### config.mk
export PLATFORM = sky130hd
export DESIGN_NAME = remote_key_event_translator_top
export DESIGN_NICKNAME = d
export VERILOG_FILES = /design/src/rtl/core/rket_pkg.sv /design/src/rtl/core/remote_key_event_translator_top.sv /design/src/rtl/core/rket_xlate.sv
export SDC_FILE = /design/constraint.sdc
export NUM_CORES = 1
export LEC_CHECK = 0
export BUFFER_PORTS_ARGS = -buffer_cell sky130_fd_sc_hd__buf_2
export CORE_UTILIZATION = 55
export CTS_CLUSTER_SIZE = 40
export DETAILED_ROUTE_END_ITERATION = 7
export PLACE_DENSITY_LB_ADDON = 0.3
export SYNTH_ARGS = -nofsm -noshare
export SYNTH_HDL_FRONTEND = slang
export SYNTH_SLANG_ARGS = --single-unit
### constraint.sdc
create_clock -name clk -period 7.5 [get_ports clk]
set_input_delay 0.75 -clock clk [delete_from_list [all_inputs] [get_ports clk]]
set_output_delay 0.75 -clock clk [all_outputs]
set_load 0.01 [all_outputs]
### src/rtl/core/rket_pkg.sv
// Shared types, constants and the key code table of the remote key event translator.
package rket_pkg;

    localparam int TIME_BITS_DEF = 32;

    localparam logic [7:0]  HEADER_CODE  = 8'h14;
    localparam logic [7:0]  TRAILER_CODE = 8'hf0;
    localparam logic [3:0]  PACKET_LEN   = 4'd4;
    localparam logic [10:0] TICKS_RESET  = 11'd100;

    // configuration register indexes
    localparam logic [1:0] REG_TICKS = 2'd0;

    // event kinds
    localparam logic EV_KEY    = 1'b0;
    localparam logic EV_MOTION = 1'b1;

    // motion axes
    localparam logic [5:0] AXIS_X = 6'd0;
    localparam logic [5:0] AXIS_Y = 6'd1;

    typedef enum logic [1:0] {
        K_BUTTON = 2'd0,
        K_MOVE   = 2'd1,
        K_DIAG   = 2'd2,
        K_FILT   = 2'd3
    } row_kind_t;

    typedef struct packed {
        logic              hit;
        logic [5:0]        row;
        row_kind_t         kind;
        logic signed [1:0] sx;
        logic signed [1:0] sy;
    } row_info_t;

    typedef struct packed {
        logic       transfer_error;
        logic [3:0] packet_length;
        logic [7:0] header_byte;
        logic [7:0] key_byte_a;
        logic [7:0] key_byte_b;
        logic [7:0] trailer_byte;
        logic [31:0] time_now;
    } packet_t;

    typedef struct packed {
        logic              event_kind;
        logic [5:0]        event_code;
        logic signed [4:0] event_value;
        logic              last_event;
    } event_t;

    typedef struct packed {
        logic       frame_ok;
        logic       same;
        logic [1:0] count;
        event_t     ev0;
        event_t     ev1;
    } xlate_res_t;

    function automatic row_info_t mk_row(input logic [5:0] row, input row_kind_t kind,
                                         input logic signed [1:0] sx,
                                         input logic signed [1:0] sy);
        row_info_t r;
        r.hit  = 1'b1;
        r.row  = row;
        r.kind = kind;
        r.sx   = sx;
        r.sy   = sy;
        return r;
    endfunction

    function automatic row_info_t filt_row(input logic [5:0] row);
        return mk_row(row, K_FILT, 2'sd0, 2'sd0);
    endfunction

    function automatic row_info_t row_lookup(input logic [15:0] key);
        row_info_t r;
        r = '0;
        unique case (key)
            16'h3d78: r = mk_row(6'd0,  K_BUTTON,  2'sd1,  2'sd0);
            16'h3e79: r = mk_row(6'd1,  K_BUTTON,  2'sd0,  2'sd0);
            16'h417c: r = mk_row(6'd2,  K_BUTTON,  2'sd1,  2'sd0);
            16'h427d: r = mk_row(6'd3,  K_BUTTON,  2'sd0,  2'sd0);
            16'h3570: r = mk_row(6'd4,  K_MOVE,   -2'sd1,  2'sd0);
            16'h3671: r = mk_row(6'd5,  K_MOVE,    2'sd1,  2'sd0);
            16'h3772: r = mk_row(6'd6,  K_MOVE,    2'sd0, -2'sd1);
            16'h3873: r = mk_row(6'd7,  K_MOVE,    2'sd0,  2'sd1);
            16'h3974: r = mk_row(6'd8,  K_DIAG,   -2'sd1, -2'sd1);
            16'h3a75: r = mk_row(6'd9,  K_DIAG,    2'sd1, -2'sd1);
            16'h3c77: r = mk_row(6'd10, K_DIAG,   -2'sd1,  2'sd1);
            16'h3b76: r = mk_row(6'd11, K_DIAG,    2'sd1,  2'sd1);
            16'he21d: r = filt_row(6'd12);
            16'he41f: r = filt_row(6'd13);
            16'he722: r = filt_row(6'd14);
            16'hdf1a: r = filt_row(6'd15);
            16'he31e: r = filt_row(6'd16);
            16'hd20d: r = filt_row(6'd17);
            16'hd30e: r = filt_row(6'd18);
            16'hd40f: r = filt_row(6'd19);
            16'hd510: r = filt_row(6'd20);
            16'hd611: r = filt_row(6'd21);
            16'hd712: r = filt_row(6'd22);
            16'hd813: r = filt_row(6'd23);
            16'hd914: r = filt_row(6'd24);
            16'hda15: r = filt_row(6'd25);
            16'hdc17: r = filt_row(6'd26);
            16'hdd18: r = filt_row(6'd27);
            16'hc500: r = filt_row(6'd28);
            16'hc601: r = filt_row(6'd29);
            16'hde19: r = filt_row(6'd30);
            16'he01b: r = filt_row(6'd31);
            16'he621: r = filt_row(6'd32);
            16'he823: r = filt_row(6'd33);
            16'hdb16: r = filt_row(6'd34);
            16'hc702: r = filt_row(6'd35);
            16'hc803: r = filt_row(6'd36);
            16'hc904: r = filt_row(6'd37);
            16'hca05: r = filt_row(6'd38);
            16'hcb06: r = filt_row(6'd39);
            16'hcc07: r = filt_row(6'd40);
            16'he11c: r = filt_row(6'd41);
            16'hce09: r = filt_row(6'd42);
            16'hcd08: r = filt_row(6'd43);
            16'hcf0a: r = filt_row(6'd44);
            16'hd10c: r = filt_row(6'd45);
            16'hd00b: r = filt_row(6'd46);
            16'hec27: r = filt_row(6'd47);
            16'hea25: r = filt_row(6'd48);
            16'he924: r = filt_row(6'd49);
            16'heb26: r = filt_row(6'd50);
            16'hed28: r = filt_row(6'd51);
            16'hee29: r = filt_row(6'd52);
            16'he520: r = filt_row(6'd53);
            default:  r = '0;
        endcase
        return r;
    endfunction

    // step is -1, 0 or +1; result is step times accel
    function automatic logic signed [4:0] scale_step(input logic signed [1:0] step,
                                                     input logic [3:0] accel);
        logic signed [4:0] mag;
        mag = $signed({1'b0, accel});
        if (step == 2'sd0)
            return 5'sd0;
        else if (step < 2'sd0)
            return 5'sd0 - mag;
        else
            return mag;
    endfunction

endpackage

### src/rtl/core/remote_key_event_translator_top.sv
// Top level of the remote key event translator: stream ports, register port, pipeline.
//
// Input channel (s_*): one transaction per received remote-control packet with
// its timestamp. Output channel (m_*): key and motion events, one per
// transaction; m_tlast marks the final event of a packet.
// Register port: APB-style, one register (ticks_per_second at offset 0); the user
// must see that it is written only while the block is idle; the block does not enforce this.
//
// The first event of a packet passes the input register, then the result
// register, before it reaches the output. A packet gives zero, one or two
// events; throughput is one packet per cycle for packets with at most one
// event while the receiver does not stall. A two-event packet holds the
// result register until the single output port has drained both events.
// The input register is refilled while a result is still waiting, so the
// next packet is already held when the receiver takes the last event.
// Reset clears all valid flags, the key history and the change timestamp,
// and loads ticks_per_second with 100. When the receiver stalls, the current
// event holds on m_tdata/m_tuser/m_tlast and s_tready falls once the input
// register holds a packet that cannot move on.
module remote_key_event_translator_top #(
    parameter int TIME_BITS = rket_pkg::TIME_BITS_DEF
) (
    input  logic        clk,
    input  logic        rst_n,

    input  logic        s_tvalid,
    output logic        s_tready,
    // [3:0] packet_length, [11:4] header_byte, [19:12] key_byte_a,
    // [27:20] key_byte_b, [35:28] trailer_byte, [67:36] time_now, [71:68] zero
    input  logic [71:0] s_tdata,
    // [0] transfer_error
    input  logic        s_tuser,

    output logic        m_tvalid,
    input  logic        m_tready,
    // [5:0] event_code, [10:6] event_value, [15:11] zero
    output logic [15:0] m_tdata,
    // [0] event_kind
    output logic        m_tuser,
    output logic        m_tlast,

    input  logic        psel,
    input  logic        penable,
    input  logic        pwrite,
    input  logic [1:0]  paddr,
    input  logic [31:0] pwdata,
    output logic [31:0] prdata,
    output logic        pready
);

    logic [10:0]          ticks_reg;
    logic [10:0]          ticks_next;

    logic                 in_valid_reg;
    logic                 in_valid_next;
    rket_pkg::packet_t    in_pkt_reg;
    rket_pkg::packet_t    in_pkt_next;

    logic [7:0]           prev_a_reg;
    logic [7:0]           prev_a_next;
    logic [7:0]           prev_b_reg;
    logic [7:0]           prev_b_next;
    logic [TIME_BITS-1:0] change_time_reg;
    logic [TIME_BITS-1:0] change_time_next;

    logic [1:0]           res_cnt_reg;
    logic [1:0]           res_cnt_next;
    logic                 res_sel_reg;
    logic                 res_sel_next;
    rket_pkg::event_t     res_ev0_reg;
    rket_pkg::event_t     res_ev0_next;
    rket_pkg::event_t     res_ev1_reg;
    rket_pkg::event_t     res_ev1_next;

    logic                 s_fire;
    logic                 m_fire;
    logic                 res_free;
    logic                 commit;
    logic [TIME_BITS-1:0] now;
    rket_pkg::xlate_res_t xr;
    rket_pkg::event_t     cur_ev;

    // register port
    assign pready = 1'b1;
    assign prdata = (paddr == rket_pkg::REG_TICKS) ? {21'd0, ticks_reg} : 32'd0;

    always_comb
    begin
        ticks_next = ticks_reg;
        if (psel && penable && pwrite && (paddr == rket_pkg::REG_TICKS))
            ticks_next = pwdata[10:0];
    end

    // handshake and pipeline control
    assign s_fire   = s_tvalid && s_tready;
    assign m_fire   = m_tvalid && m_tready;
    assign res_free = (res_cnt_reg == 2'd0) || ((res_cnt_reg == 2'd1) && m_tready);
    assign commit   = in_valid_reg && res_free;
    assign s_tready = !in_valid_reg || commit;

    assign now = TIME_BITS'(in_pkt_reg.time_now);

    rket_xlate #(
        .TIME_BITS (TIME_BITS)
    ) u_xlate (
        .pkt         (in_pkt_reg),
        .now         (now),
        .prev_a      (prev_a_reg),
        .prev_b      (prev_b_reg),
        .change_time (change_time_reg),
        .ticks       (ticks_reg),
        .res         (xr)
    );

    always_comb
    begin
        in_valid_next = in_valid_reg;
        in_pkt_next   = in_pkt_reg;
        if (s_fire)
        begin
            in_valid_next              = 1'b1;
            in_pkt_next.transfer_error = s_tuser;
            in_pkt_next.packet_length  = s_tdata[3:0];
            in_pkt_next.header_byte    = s_tdata[11:4];
            in_pkt_next.key_byte_a     = s_tdata[19:12];
            in_pkt_next.key_byte_b     = s_tdata[27:20];
            in_pkt_next.trailer_byte   = s_tdata[35:28];
            in_pkt_next.time_now       = s_tdata[67:36];
        end
        else if (commit)
        begin
            in_valid_next = 1'b0;
        end
    end

    // key history, updated only by well-framed packets
    always_comb
    begin
        prev_a_next      = prev_a_reg;
        prev_b_next      = prev_b_reg;
        change_time_next = change_time_reg;
        if (commit && xr.frame_ok)
        begin
            prev_a_next = in_pkt_reg.key_byte_a;
            prev_b_next = in_pkt_reg.key_byte_b;
            if (!xr.same)
                change_time_next = now;
        end
    end

    always_comb
    begin
        res_cnt_next = res_cnt_reg;
        res_sel_next = res_sel_reg;
        res_ev0_next = res_ev0_reg;
        res_ev1_next = res_ev1_reg;
        if (commit)
        begin
            res_cnt_next = xr.count;
            res_sel_next = 1'b0;
            res_ev0_next = xr.ev0;
            res_ev1_next = xr.ev1;
        end
        else if (m_fire)
        begin
            res_cnt_next = res_cnt_reg - 2'd1;
            res_sel_next = 1'b1;
        end
    end

    assign cur_ev   = res_sel_reg ? res_ev1_reg : res_ev0_reg;
    assign m_tvalid = (res_cnt_reg != 2'd0);
    assign m_tdata  = {5'd0, cur_ev.event_value, cur_ev.event_code};
    assign m_tuser  = cur_ev.event_kind;
    assign m_tlast  = cur_ev.last_event;

    always_ff @(posedge clk or negedge rst_n)
    begin
        if (!rst_n)
        begin
            ticks_reg       <= rket_pkg::TICKS_RESET;
            in_valid_reg    <= 1'b0;
            prev_a_reg      <= 8'd0;
            prev_b_reg      <= 8'd0;
            change_time_reg <= '0;
            res_cnt_reg     <= 2'd0;
            res_sel_reg     <= 1'b0;
        end
        else
        begin
            ticks_reg       <= ticks_next;
            in_valid_reg    <= in_valid_next;
            prev_a_reg      <= prev_a_next;
            prev_b_reg      <= prev_b_next;
            change_time_reg <= change_time_next;
            res_cnt_reg     <= res_cnt_next;
            res_sel_reg     <= res_sel_next;
        end
    end

    always_ff @(posedge clk)
    begin
        in_pkt_reg  <= in_pkt_next;
        res_ev0_reg <= res_ev0_next;
        res_ev1_reg <= res_ev1_next;
    end

endmodule

### src/rtl/core/rket_xlate.sv
// Packet check, table match, acceleration and event generation for one packet.
module rket_xlate #(
    parameter int TIME_BITS = rket_pkg::TIME_BITS_DEF
) (
    input  rket_pkg::packet_t    pkt,
    input  logic [TIME_BITS-1:0] now,
    input  logic [7:0]           prev_a,
    input  logic [7:0]           prev_b,
    input  logic [TIME_BITS-1:0] change_time,
    input  logic [10:0]          ticks,
    output rket_pkg::xlate_res_t res
);

    logic [TIME_BITS-1:0] elapsed;
    logic [12:0]          thr4;
    logic [12:0]          thr3;
    logic [12:0]          thr2;
    logic [12:0]          thr1;
    logic [12:0]          thr_half;
    logic [12:0]          thr_quarter;
    logic                 same;
    logic [3:0]           accel;
    rket_pkg::row_info_t  ri;
    rket_pkg::event_t     ev0;
    rket_pkg::event_t     ev1;
    logic [1:0]           count;

    assign elapsed     = now - change_time;
    assign thr1        = {2'b00, ticks};
    assign thr2        = {1'b0, ticks, 1'b0};
    assign thr4        = {ticks, 2'b00};
    assign thr3        = thr1 + thr2;
    assign thr_half    = {3'b000, ticks[10:1]};
    assign thr_quarter = {4'b0000, ticks[10:2]};

    assign same = (prev_a == pkt.key_byte_a) && (prev_b == pkt.key_byte_b);
    assign ri   = rket_pkg::row_lookup({pkt.key_byte_a, pkt.key_byte_b});

    always_comb
    begin
        accel = 4'd1;
        if (same)
        begin
            if (elapsed > TIME_BITS'(thr4))
                accel = 4'd8;
            else if (elapsed > TIME_BITS'(thr3))
                accel = 4'd6;
            else if (elapsed > TIME_BITS'(thr2))
                accel = 4'd4;
            else if (elapsed > TIME_BITS'(thr1))
                accel = 4'd3;
            else if (elapsed > TIME_BITS'(thr_half))
                accel = 4'd2;
        end
    end

    always_comb
    begin
        ev0   = '0;
        ev1   = '0;
        count = 2'd0;
        if (ri.hit)
        begin
            case (ri.kind)
                rket_pkg::K_BUTTON:
                begin
                    ev0.event_kind  = rket_pkg::EV_KEY;
                    ev0.event_code  = ri.row;
                    ev0.event_value = 5'(ri.sx);
                    ev0.last_event  = 1'b1;
                    count           = 2'd1;
                end
                rket_pkg::K_MOVE:
                begin
                    ev0.event_kind = rket_pkg::EV_MOTION;
                    ev0.last_event = 1'b1;
                    if (ri.sx != 2'sd0)
                    begin
                        ev0.event_code  = rket_pkg::AXIS_X;
                        ev0.event_value = rket_pkg::scale_step(ri.sx, accel);
                    end
                    else
                    begin
                        ev0.event_code  = rket_pkg::AXIS_Y;
                        ev0.event_value = rket_pkg::scale_step(ri.sy, accel);
                    end
                    count = 2'd1;
                end
                rket_pkg::K_DIAG:
                begin
                    ev0.event_kind  = rket_pkg::EV_MOTION;
                    ev0.event_code  = rket_pkg::AXIS_X;
                    ev0.event_value = rket_pkg::scale_step(ri.sx, accel);
                    ev0.last_event  = 1'b0;
                    ev1.event_kind  = rket_pkg::EV_MOTION;
                    ev1.event_code  = rket_pkg::AXIS_Y;
                    ev1.event_value = rket_pkg::scale_step(ri.sy, accel);
                    ev1.last_event  = 1'b1;
                    count           = 2'd2;
                end
                default:
                begin
                    // filtered key: drop quick repeats, else press then release
                    if (!(same && (elapsed < TIME_BITS'(thr_quarter))))
                    begin
                        ev0.event_kind  = rket_pkg::EV_KEY;
                        ev0.event_code  = ri.row;
                        ev0.event_value = 5'sd1;
                        ev0.last_event  = 1'b0;
                        ev1.event_kind  = rket_pkg::EV_KEY;
                        ev1.event_code  = ri.row;
                        ev1.event_value = 5'sd0;
                        ev1.last_event  = 1'b1;
                        count           = 2'd2;
                    end
                end
            endcase
        end
    end

    always_comb
    begin
        res.frame_ok = !pkt.transfer_error
                       && (pkt.packet_length == rket_pkg::PACKET_LEN)
                       && (pkt.header_byte == rket_pkg::HEADER_CODE)
                       && (pkt.trailer_byte == rket_pkg::TRAILER_CODE);
        res.same  = same;
        res.count = res.frame_ok ? count : 2'd0;
        res.ev0   = ev0;
        res.ev1   = ev1;
    end

endmodule
==> results.py <==
metrics = {
    "power": {
        "swShare_pct": 37.2,
        "power_frac_comb_pct": 36.2,
        "p_leak_nw": 5.37,
        "power_density_nw_per_um2": 255,
        "vdd_drop_max_mv": 0.148,
        "p_seq_share_pct": 36.4,
        "clkPwrFrac_pct": 27.4,
        "internal_power_mw": 2.01,
        "switching_power_mw": 1.19,
    },
    "timing": {
        "worst_pin_slew_ns": 1.02,
        "finalCritPeriodShare_pct": 78.4,
        "max_freq_ghz": 0.170,
        "tns_ns": 0,
        "fin_crit_ns": 5.88,
        "finalMaxSlewViolations": 0,
        "setup_violations": 0,
        "finClkSkew_ns": 0.0148,
        "grt_setup_unrepaired": "no",
        "slew_headroom_pct": 31.7,
        "hold_violations": 0,
    },
    "clock_network": {
        "cts_resized": 0,
        "cts_hold_buf": 0,
        "cts_sinks": 158,
        "root_buffer": "clkbuf_16",
        "htreeDepth": 4,
        "post_cts_buffers": 0,
        "cts_tree": "yes",
        "cts_made_buffers": 17,
        "clkTransAtPathRegs_ns": 0.08,
        "cts.path.max_buffers": 2,
        "clkLatencyLatePin_ns": 0.44,
    },
    "yosys": {
        "ys_top_cells_by_area": "edfxtp_1 (26%), dfrtp_1 (13%), ha_1 (13%)",
        "synthSimpleGateAreaFrac_pct": 16.1,
        "synthMuxAreaShare_pct": 7.53,
        "synth_area_per_cell_um2": 10.0,
        "synth_edf_count": 95,
        "yosysMostFrequentCell": "ha_1",
        "synth_commonest_cells": "ha_1 (113), edfxtp_1 (95), nand2_1 (82), nor2_1 (77), a21oi_1 (74)",
        "synth_top_area_share_pct": 25.5,
        "synth_ff_type": "edfxtp_1",
        "ys_types": 76,
        "synth_top_family_by_area": "simple AND/OR/NAND/NOR gates",
        "synth_adder_area_share_pct": 13.0,
        "synthArstFlopShare_pct": 39.9,
        "synth_largest_area_cell": "edfxtp_1",
        "synth-seq-area-share_pct": 39.6,
        "synth_cells": 1114,
        "ys_ff_latch": 158,
        "ys.warnings.count": 0,
        "synth_area_um2": 11200,
        "synthXorXnorAreaFrac_pct": 3.76,
        "synth-compound-area-share_pct": 15.0,
    },
    "grt": {
        "grt_first_pass_wirelength_um": 40500,
        "grt_remaining_overflow": 0,
        "grt.total_usage_pct": 25.1,
        "grt_pass1_vias": 8326,
        "antenna_found_initial": 0,
        "grt_start_max_net_pins": 70,
    },
    "floorplan": {
        "die_h_um": 145,
        "core_um2": 19700,
        "row_count": 51,
        "start_util_pct": 56.7,
        "die_w_um": 145,
        "die_area_um2": 20900,
        "ioPinCount": 167,
    },
    "layout": {
        "nNetsFinal": 1452,
        "final_area_um2": 12500,
        "n_antenna_cell": 0,
        "area_growth_pct": 12.1,
        "largest_reg_flops": 37,
        "drive_gt1_share_pct": 20.4,
    },
    "route": {
        "drc": 0,
        "drtIter0Drc": 619,
        "ant_nets": 0,
        "wl_um": 24800,
        "num_vias": 8840,
        "firstDrtPassIters": 5,
        "wl_per_cell_um": 16.5,
        "via_per_inst": 5.89,
    },
    "placement": {
        "dpl-instance-area_um2": 11900,
        "dp_hpwl_um": 18800,
        "io_buffers": 114,
        "routabilityCongestion": 0.886,
    },
    "outcome": {
        "status": "finished clean",
    },
    "critical_path": {
        "crit_path_max_fanout": 7,
        "path_common_cell": "ha_1",
        "critical_path_arrival_ns": 6.16,
        "critical_path.top_delay_family": "compound AO/OA/AOI/OAI gates",
        "crit_buf_inv": 2,
        "required_ns": 7.78,
        "crit_path_max_incr_delay_ns": 0.58,
        "cp-end-kind": "flip-flop",
        "critPathKind": "flip-flop to flip-flop",
        "cpMaxStageDelayCell": "xor2_1",
        "crit_path_start_kind": "flip-flop",
        "crit_chain": "inv_1 -> ha_1 -> inv_1 -> fa_1 -> a211oi_1 -> o21ai_2 -> a21boi_1 -> o21ai_0 -> xor2_1 -> ha_1 -> nand2_1 -> nor2_1 -> a221oi_1 -> a41oi_1 -> nor3_1 -> nor3b_1 -> a21oi_1 -> ha_1 -> or3_1 -> mux2_2 -> o22a_1 -> o22ai_2",
    },
    "flow_run": {
        "max-cap-violations": 0,
    },
    "hold_path": {
        "hold_class": "input pin to flip-flop",
    },
}
## cells by family after synthesis
group / Yosys count
AOI/OAI and AO/OA: 249
xor gates and xnor gates: 48
adders and majority gates: 115
buffers and inverters: 121
DFF: 158
muxes: 75
other: 2
and+or+nand+nor: 346
## metrics by stage
step / power [mW] / instances / worst slack, ns / hold WS (ns) / util [%]
finish: 3.20 / 1501 / 1.62 / 0.475 / 63.6
detailed placement: 2.32 / 1469 / 1.80 / 0.493 / 60.5
global route: 3.43 / 1501 / 1.15 / 0.455 / 63.6
CTS: 3.20 / 1501 / 1.68 / 0.465 / 63.6
global placement: 2.27 / 1469 / 1.96 / 0.473 / 60.5
floorplan: 2.02 / 1139 / 2.47 / 0.454 / -
## cell usage in the layout (no fill, tap or decap), types with 7 or more instances in the layout
cell       count
buf_2        114
ha_1         113
edfxtp_1      95
nand2_1       82
nor2_1        77
a21oi_1       74
mux2_2        73
inv_1         65
dfrtp_1       60
o21ai_0       51
nor3_1        39
xor2_1        29
conb_1        27
nand3_1       22
xnor2_1       19
nand4_1       19
a21o_1        18
clkbuf_16     17
nand2b_1      15
o21a_1        15
nor2b_1       14
and3_1        14
a31oi_1       11
and2_1        10
nor4_1        10
o211ai_1       9
a211oi_1       8
a221oi_1       7
buf_4          7
## power by group through the flow
stage	registers (mW)	logic [mW]	clock network, mW
global placement	1.18	1.10	0
detailed placement	1.18	1.13	0
floorplan	1.14	0.873	0
CTS	1.17	1.15	0.890
finish	1.17	1.16	0.876
global route	1.18	1.32	0.927
## layer usage
metal  wire length [um]  GRT usage [%]
met2              11800           41.6
met3               1280           5.33
met5                  0              0
met1              11200           32.3
met4                528           8.64
## area by class of cell
class                      instances  area (um2)
multi-input combinational        860        6300
clock buffer                      17         425
tap                              265         332
sequential                       158        4430
timing repair buffer             121         623
inverter                          65         244
fill                            1594        7180
clock inverter                    15         180
## worst paths after layout
check	start	endpoint	slack, ns	cells after the start
setup / recovery	now[0]	res_ev0_reg[3]	1.62	22
min in group asynchronous	rst_n	change_time_reg[8]	0.50	2
hold reg to reg	change_time_reg[10]	change_time_reg[10]	0.50	1
max in group asynchronous	rst_n	prev_a_reg[0]	6.45	2
setup reg to reg	now[0]	res_ev0_reg[3]	1.62	22
hold / removal	s_tdata[29]	in_pkt_reg[33]	0.48	1
Power figures use the tool's default switching activity.
